--- src/rtl/core/assert_macros.svh ---
// Assertion macros shared by the RTL of the ball physics step unit.
// No dependencies; compiled out when SYNTHESIS is defined.
`ifndef ASSERT_MACROS_SVH
`define ASSERT_MACROS_SVH
`ifndef SYNTHESIS
`define BBPS_ASSERT_IMPL(label, clk, rst_n, ante, cons, msg) \
    label: assert property (@(posedge clk) disable iff (!rst_n) (ante) |-> (cons)) \
        else $error(msg);
`define BBPS_ASSERT_NEXT(label, clk, rst_n, ante, cons, msg) \
    label: assert property (@(posedge clk) disable iff (!rst_n) (ante) |=> (cons)) \
        else $error(msg);
`else
`define BBPS_ASSERT_IMPL(label, clk, rst_n, ante, cons, msg)
`define BBPS_ASSERT_NEXT(label, clk, rst_n, ante, cons, msg)
`endif
`endif

--- src/rtl/core/bbps_pkg.sv ---
// Shared types, widths and codes for the ball physics step unit.
// No dependencies.
package bbps_pkg;

    localparam int MAX_BALLS_DEF  = 32;
    localparam int NUM_COLORS_DEF = 14;

    localparam int POS_W      = 21;
    localparam int VEL_W      = 16;
    localparam int RAD_W      = 8;
    localparam int COL_W      = 4;
    localparam int FADE_W     = 16;
    localparam int DT_W       = 20;
    localparam int IDX_W      = 5;
    localparam int CNT_W      = 6;
    localparam int SM_W       = 16;
    localparam int FS_W       = 24;
    localparam int SCR_W      = 12;
    localparam int CFG_IDX_W  = 3;
    localparam int CFG_DATA_W = 24;

    localparam logic OPC_LOAD = 1'b0;
    localparam logic OPC_TICK = 1'b1;

    typedef enum logic [CFG_IDX_W-1:0] {
        CFG_BALL_COUNT    = 3'd0,
        CFG_SPEED_MULT    = 3'd1,
        CFG_FADE_SPEED    = 3'd2,
        CFG_SCREEN_WIDTH  = 3'd3,
        CFG_SCREEN_HEIGHT = 3'd4
    } cfg_reg_t;

    typedef struct packed {
        logic signed [POS_W-1:0] x;
        logic signed [POS_W-1:0] y;
        logic signed [VEL_W-1:0] vx;
        logic signed [VEL_W-1:0] vy;
        logic [RAD_W-1:0]        r;
        logic [COL_W-1:0]        c;
        logic [COL_W-1:0]        nc;
        logic [FADE_W-1:0]       f;
    } ball_t;

    typedef enum logic [4:0] {
        OP_NONE     = 5'd0,
        OP_LOAD     = 5'd1,
        OP_START    = 5'd2,
        OP_MV_CAP   = 5'd3,
        OP_MV_MUL   = 5'd4,
        OP_MV_RND   = 5'd5,
        OP_MV_POS   = 5'd6,
        OP_MV_WB    = 5'd7,
        OP_PR_CAPA  = 5'd8,
        OP_PR_CAPB  = 5'd9,
        OP_PR_SQ    = 5'd10,
        OP_PR_CMP   = 5'd11,
        OP_PR_OV    = 5'd12,
        OP_PR_MUL   = 5'd13,
        OP_PR_DIVX  = 5'd14,
        OP_PR_PX    = 5'd15,
        OP_PR_PY    = 5'd16,
        OP_PR_PUSH  = 5'd17,
        OP_PR_WBA   = 5'd18,
        OP_PR_WBB   = 5'd19,
        OP_EM_LD    = 5'd20
    } dp_op_t;

    typedef struct packed {
        dp_op_t            op;
        logic [IDX_W-1:0]  addr;
        logic              last;
    } cmd_t;

    typedef struct packed {
        logic [CNT_W-1:0] n;
        logic             collide;
        logic             dsq_zero;
        logic             sq_done;
        logic             div_done;
    } stat_t;

endpackage

--- src/rtl/core/bbps_ctrl.sv ---
// Sequencer of the ball physics step unit: move pass, pair pass, emit pass.
// Depends on bbps_pkg and assert_macros.svh.
`include "assert_macros.svh"
module bbps_ctrl #(
    parameter int MAX_BALLS = bbps_pkg::MAX_BALLS_DEF
) (
    input  logic             clk,
    input  logic             rst_n,
    input  logic             in_valid,
    output logic             in_stall,
    input  logic             opcode,
    output logic             out_valid,
    input  logic             out_stall,
    output bbps_pkg::cmd_t   cmd,
    input  bbps_pkg::stat_t  stat
);
    import bbps_pkg::*;

    localparam int CW   = $clog2(MAX_BALLS + 1);
    localparam int ST_W = 29;

    typedef enum logic [ST_W-1:0] {
        S_IDLE    = ST_W'(1) << 0,
        S_TK_CHK  = ST_W'(1) << 1,
        S_MV_RD   = ST_W'(1) << 2,
        S_MV_CAP  = ST_W'(1) << 3,
        S_MV_MUL  = ST_W'(1) << 4,
        S_MV_RND  = ST_W'(1) << 5,
        S_MV_POS  = ST_W'(1) << 6,
        S_MV_WB   = ST_W'(1) << 7,
        S_PR_INIT = ST_W'(1) << 8,
        S_PR_RDI  = ST_W'(1) << 9,
        S_PR_RDJ  = ST_W'(1) << 10,
        S_PR_CAPJ = ST_W'(1) << 11,
        S_PR_SQ   = ST_W'(1) << 12,
        S_PR_CMP  = ST_W'(1) << 13,
        S_PR_SQRT = ST_W'(1) << 14,
        S_PR_OV   = ST_W'(1) << 15,
        S_PR_MUL  = ST_W'(1) << 16,
        S_PR_DXS  = ST_W'(1) << 17,
        S_PR_DIVX = ST_W'(1) << 18,
        S_PR_PX   = ST_W'(1) << 19,
        S_PR_DIVY = ST_W'(1) << 20,
        S_PR_PY   = ST_W'(1) << 21,
        S_PR_PUSH = ST_W'(1) << 22,
        S_PR_WBA  = ST_W'(1) << 23,
        S_PR_WBB  = ST_W'(1) << 24,
        S_PR_NEXT = ST_W'(1) << 25,
        S_EM_RD   = ST_W'(1) << 26,
        S_EM_LD   = ST_W'(1) << 27,
        S_EM_HOLD = ST_W'(1) << 28
    } state_t;

    state_t         state_reg, state_next;
    logic [CW-1:0]  i_reg, i_next;
    logic [CW-1:0]  j_reg, j_next;
    logic [CW-1:0]  k_reg, k_next;
    logic           out_valid_reg, out_valid_next;
    logic [CW-1:0]  n_c;
    logic [CW:0]    i_inc, j_inc, n_w;
    logic           last_k;

    assign n_c    = CW'(stat.n);
    assign n_w    = {1'b0, n_c};
    assign i_inc  = {1'b0, i_reg} + 1'b1;
    assign j_inc  = {1'b0, j_reg} + 1'b1;
    assign last_k = ({1'b0, k_reg} + 1'b1) == n_w;

    assign in_stall  = (state_reg != S_IDLE);
    assign out_valid = out_valid_reg;

    always_comb
    begin
        state_next     = state_reg;
        i_next         = i_reg;
        j_next         = j_reg;
        k_next         = k_reg;
        out_valid_next = out_valid_reg;
        cmd.op         = OP_NONE;
        cmd.addr       = '0;
        cmd.last       = 1'b0;
        unique case (state_reg)
            S_IDLE:
            begin
                if (in_valid) begin
                    if (opcode == OPC_TICK) begin
                        cmd.op     = OP_START;
                        state_next = S_TK_CHK;
                    end else begin
                        cmd.op = OP_LOAD;
                    end
                end
            end
            S_TK_CHK:
            begin
                i_next     = '0;
                state_next = (n_c == '0) ? S_IDLE : S_MV_RD;
            end
            S_MV_RD:
            begin
                cmd.addr   = IDX_W'(i_reg);
                state_next = S_MV_CAP;
            end
            S_MV_CAP:
            begin
                cmd.op     = OP_MV_CAP;
                state_next = S_MV_MUL;
            end
            S_MV_MUL:
            begin
                cmd.op     = OP_MV_MUL;
                state_next = S_MV_RND;
            end
            S_MV_RND:
            begin
                cmd.op     = OP_MV_RND;
                state_next = S_MV_POS;
            end
            S_MV_POS:
            begin
                cmd.op     = OP_MV_POS;
                state_next = S_MV_WB;
            end
            S_MV_WB:
            begin
                cmd.op   = OP_MV_WB;
                cmd.addr = IDX_W'(i_reg);
                i_next   = i_inc[CW-1:0];
                if (i_inc == n_w) begin
                    state_next = S_PR_INIT;
                end else begin
                    state_next = S_MV_RD;
                end
            end
            S_PR_INIT:
            begin
                i_next = '0;
                j_next = CW'(1);
                k_next = '0;
                state_next = (n_w < (CW+1)'(2)) ? S_EM_RD : S_PR_RDI;
            end
            S_PR_RDI:
            begin
                cmd.addr   = IDX_W'(i_reg);
                state_next = S_PR_RDJ;
            end
            S_PR_RDJ:
            begin
                cmd.op     = OP_PR_CAPA;
                cmd.addr   = IDX_W'(j_reg);
                state_next = S_PR_CAPJ;
            end
            S_PR_CAPJ:
            begin
                cmd.op     = OP_PR_CAPB;
                state_next = S_PR_SQ;
            end
            S_PR_SQ:
            begin
                cmd.op     = OP_PR_SQ;
                state_next = S_PR_CMP;
            end
            S_PR_CMP:
            begin
                cmd.op = OP_PR_CMP;
                if (!stat.collide) begin
                    state_next = S_PR_NEXT;
                end else if (stat.dsq_zero) begin
                    state_next = S_PR_WBA;
                end else begin
                    state_next = S_PR_SQRT;
                end
            end
            S_PR_SQRT:
            begin
                if (stat.sq_done) begin
                    state_next = S_PR_OV;
                end
            end
            S_PR_OV:
            begin
                cmd.op     = OP_PR_OV;
                state_next = S_PR_MUL;
            end
            S_PR_MUL:
            begin
                cmd.op     = OP_PR_MUL;
                state_next = S_PR_DXS;
            end
            S_PR_DXS:
            begin
                cmd.op     = OP_PR_DIVX;
                state_next = S_PR_DIVX;
            end
            S_PR_DIVX:
            begin
                if (stat.div_done) begin
                    state_next = S_PR_PX;
                end
            end
            S_PR_PX:
            begin
                cmd.op     = OP_PR_PX;
                state_next = S_PR_DIVY;
            end
            S_PR_DIVY:
            begin
                if (stat.div_done) begin
                    state_next = S_PR_PY;
                end
            end
            S_PR_PY:
            begin
                cmd.op     = OP_PR_PY;
                state_next = S_PR_PUSH;
            end
            S_PR_PUSH:
            begin
                cmd.op     = OP_PR_PUSH;
                state_next = S_PR_WBA;
            end
            S_PR_WBA:
            begin
                cmd.op     = OP_PR_WBA;
                cmd.addr   = IDX_W'(i_reg);
                state_next = S_PR_WBB;
            end
            S_PR_WBB:
            begin
                cmd.op     = OP_PR_WBB;
                cmd.addr   = IDX_W'(j_reg);
                state_next = S_PR_NEXT;
            end
            S_PR_NEXT:
            begin
                if (j_inc < n_w) begin
                    j_next     = j_inc[CW-1:0];
                    state_next = S_PR_RDI;
                end else if (({1'b0, i_reg} + (CW+1)'(2)) < n_w) begin
                    i_next     = i_inc[CW-1:0];
                    j_next     = CW'({1'b0, i_reg} + (CW+1)'(2));
                    state_next = S_PR_RDI;
                end else begin
                    k_next     = '0;
                    state_next = S_EM_RD;
                end
            end
            S_EM_RD:
            begin
                cmd.addr   = IDX_W'(k_reg);
                state_next = S_EM_LD;
            end
            S_EM_LD:
            begin
                cmd.op         = OP_EM_LD;
                cmd.addr       = IDX_W'(k_reg);
                cmd.last       = last_k;
                out_valid_next = 1'b1;
                state_next     = S_EM_HOLD;
            end
            S_EM_HOLD:
            begin
                if (!out_stall) begin
                    out_valid_next = 1'b0;
                    if (last_k) begin
                        state_next = S_IDLE;
                    end else begin
                        k_next     = CW'({1'b0, k_reg} + 1'b1);
                        state_next = S_EM_RD;
                    end
                end
            end
            default:
            begin
                state_next = S_IDLE;
            end
        endcase
    end

    always_ff @(posedge clk or negedge rst_n)
    begin
        if (!rst_n) begin
            state_reg     <= S_IDLE;
            i_reg         <= '0;
            j_reg         <= '0;
            k_reg         <= '0;
            out_valid_reg <= 1'b0;
        end else begin
            state_reg     <= state_next;
            i_reg         <= i_next;
            j_reg         <= j_next;
            k_reg         <= k_next;
            out_valid_reg <= out_valid_next;
        end
    end

    `BBPS_ASSERT_IMPL(a_out_only_in_hold, clk, rst_n, out_valid_reg, state_reg == S_EM_HOLD, "beat shown outside emit hold")
    `BBPS_ASSERT_IMPL(a_pair_order, clk, rst_n, state_reg == S_PR_RDI, (i_reg < j_reg) && (j_reg < n_c), "pair indices out of order")
    `BBPS_ASSERT_IMPL(a_move_range, clk, rst_n, state_reg == S_MV_RD, i_reg < n_c, "move index beyond ball count")
    `BBPS_ASSERT_NEXT(a_last_to_idle, clk, rst_n, (state_reg == S_EM_HOLD) && !out_stall && last_k, state_reg == S_IDLE, "tick did not end after last beat")

endmodule

--- config.mk ---
export PLATFORM = sky130hd
export DESIGN_NAME = bbps_ctrl
export DESIGN_NICKNAME = d
export VERILOG_FILES = /design/src/rtl/core/bbps_pkg.sv /design/src/rtl/core/bbps_ctrl.sv
export VERILOG_INCLUDE_DIRS = /design/src /design/src/rtl/core
export SDC_FILE = /design/constraint.sdc
export NUM_CORES = 1
export LEC_CHECK = 0
export ABC_AREA = 1
export CAP_MARGIN = 0
export CORE_MARGIN = 2
export CORE_UTILIZATION = 58
export DETAILED_ROUTE_END_ITERATION = 8
export DONT_BUFFER_PORTS = 1
export PLACE_DENSITY = 0.76
export SYNTH_ARGS = -nofsm -noshare
export SYNTH_HDL_FRONTEND = slang
export SYNTH_SLANG_ARGS = --single-unit
--- constraint.sdc ---
create_clock -name clk -period 2.21 [get_ports clk]
set_input_delay 0.3315 -clock clk [delete_from_list [all_inputs] [get_ports clk]]
set_output_delay 0.3315 -clock clk [all_outputs]
set_load 0.03 [all_outputs]
==> out/metrics.yaml <==
grt_max_degree: 49
largest_reg_flops: 29
clock_path_buffers: 2
ir_worst_vdd_uv: 620.1
grt_pass1_vias: 4414
grt_pass1_wl_mm: 20.82
synth_area_sq_um: 3752
h-tree-depth: 2
first_iter_violations: 662
critPathBufInv: 5
drv_slew: 0
setup_viol: 39
post-route-min-period_ns: 2.851
crit_arrival_ns: 2.52
placed_cells: 685
layout.cells.non_filler: 755
final_area_sq_um: 5912
wirelength_mm: 18.06
viasPerCell: 6.710
slew_headroom: 0.5810
clk_latency_ns: 0.35
dp_hpwl_mm: 8.123
path_cells: "nor2_2, nand2_2, buf_4, inv_1, nand2_1, nor2_1, nand2_2, nand2_2, inv_2, nand3_4, inv_4, o211ai_1, buf_4"
start_util: 0.5943
avgSynthCellArea_sq_um: 7.027
cp_top_family: "simple AND/OR/NAND/NOR gates"
grtUsageTotal: 0.3671
die_area_sq_um: 7129
seqPwrFrac: 0.282
fin_crit_sh: 1.290
clk_pin_slew_ns: 0.11
syn_nets: 564
numCtsBuffers: 5
violations: "setup timing"
io-pin-count: 28
rr_worst_depth: 12
critPathMaxFanout: 4
whs_path_depth: 1
gp_congestion: 0.9890
async_flop_share: 1.000
slowest_delay_ns: 0.42
syn_to_final_growth_pct: 57.55
synth_top_area_frac: 0.3134
nets: 707
hold_viol: 0
coreArea_sq_um: 6314
ys_types: 42
hp-class: "input port to register"
p_per_area_nw_per_um2: 588.4
grtUsageMet3: 0.06981
synth-warning-count: 0
synth.area.top_cells: "dfrtp_1 31%, nand2_1 11%, inv_1 7.8%"
synth_flop_cell: "dfrtp_1"
fillers: 198
cts-root-buf: "clkbuf_8"
use_met1: 0.4115
yosysMostFrequentCell: "nand2_1"
start_kind: "register"
worst_path_max_delay_cell: "dfrtp_1"
p_sw_w: 0.001531
clock-sinks: 48
busiest_layer: "met2"
gr-total-overflow: 0
cp.required_ns: 1.88
switching_share: 0.4400
status: "complete, but fails checks"
pwr-share-clk: 0.216
placed_area_sq_um: 4410
cp-end-kind: "primary output"
die_x_um: 84.44
ant_nets: 0
maxCapViolations: 0
num_vias: 5066
synthCells: 534
drc: 0
holdWs_ns: 0.07992
first_pass_iters: 8
synth_seq_area_share: 0.3204
layout-drive-gt1-share: 0.5074
utilization: 0.9364
path_depth: 13
pre_cts_ws_ns: -0.1778
n_antenna_cell: 0
cts_tree: "yes"
p_leak_nw: 2.934
fmax_ghz: 0.3507
die_h_um: 84.44
p_comb_frac: 0.502
rows: 29
worst_slack_ns: -0.6414
worst_slew_pin_slew_ns: 0.6237
grt_antenna_before_repair: 0
p_int_w: 0.001948
synth_largest_area_cell: "dfrtp_1"
io_buffers: 0
synth_commonest_cells: "113 x nand2_1, 78 x inv_1, 78 x nor2_1"
grt_util_met2: 0.6443
setup.worst_path.class: "register to primary output"
synth_seq_cells: 48
crit_path_frequent_cell: "nand2_2"
rsz0062_at_grt: "yes"
wire_per_inst_um: 23.92
synth_edf_count: 0
fin_skew_ns: 0.01055
## kinds of logic after synthesis
group                    after synthesis  synth area share
AO/OA/AOI/OAI                         54           0.09070
XOR/XNOR                              20           0.04668
adder cells (fa/ha/maj)               15           0.05002
buffers and inverters                 88           0.09703
AND/OR/NAND/NOR                      309            0.3951
flip-flops                            48            0.3204
## power groups by stage
stage	combinational, W	sequential, W	clock (W)
detailed placement	0.00107	0.000989	0
global route	0.00182	0.000988	0.000780
global placement	0.00104	0.000986	0
floorplan	0.000722	0.000986	0
CTS	0.00124	0.000972	0.000707
finish	0.00175	0.000981	0.000751
## area by class of cell
class | count | area [sq um] | area share
multi-input cells | 399 | 2959 | 0.5005
flip-flops and latches | 48 | 1204 | 0.2036
repair buffers | 140 | 1202 | 0.2034
inverters | 83 | 329.1 | 0.05566
well taps | 77 | 96.34 | 0.01630
clock buffers | 6 | 82.58 | 0.01397
clock inverters | 2 | 38.79 | 0.006561
## cells in the final DEF, fill, tap and decap left out, types with 2 or more instances in the layout
master and count:
a21oi_1 2, a21oi_2 6, a21oi_4 2, a31oi_4 2
buf_4 107, buf_6 29, clkbuf_8 6, dfrtp_1 46
ha_1 10, ha_4 4, inv_1 59, inv_2 17
inv_4 7, nand2_1 83, nand2_2 31, nand2_4 8
nand2_8 2, nand3_1 19, nand3_2 19, nand3_4 6
nand3b_1 5, nand4_1 10, nor2_1 49, nor2_2 27
nor2_4 31, nor3_1 7, nor3_2 6, nor3_4 2
o211ai_1 3, o21ai_0 4, o21ai_1 12, o21ai_2 8
o221ai_2 2, o22ai_1 2, o31ai_1 2, xor2_1 13
xor2_2 5
## metal layers
metal  routed length [um]  part of all wire
met4                 1872              0.10
met3                 2158              0.12
met5                    0                 0
met2                 8155              0.45
met1                 5875              0.33
## final timing paths
check                                           from                         to  slack [ns]
max                        state_reg[13]$_DFFE_PN0P_                     cmd[2]       -0.64
max in group asynchronous                      rst_n   state_reg[0]$_DFFE_PN1P_        1.45
min                                          stat[0]  state_reg[18]$_DFFE_PN0P_        0.08
max reg2reg                state_reg[24]$_DFFE_PN0P_  state_reg[26]$_DFFE_PN0P_       -0.40
min in group asynchronous                      rst_n       i_reg[4]$_DFFE_PN0P_        0.49
min reg2reg                     j_reg[5]$_DFFE_PN0P_       j_reg[5]$_DFFE_PN0P_        0.58
## through the flow
step	setup TNS, ns	total power (W)
floorplan	-0.02033	0.001707
global placement	-1.340	0.002031
detailed placement	-2.467	0.002064
CTS	-1.646	0.002918
global route	-13.86	0.003591
finish	-10.76	0.003479
## what timing repair did
item,CTS,global route
gates resized for setup,93,150
cloned,1,0
setup endpoints to repair,32,39
setup buffers,36,33
endpoints found under the hold margin,48,0
hold buffers,2,0
pin swaps,50,65
Power figures use the tool's default switching activity.
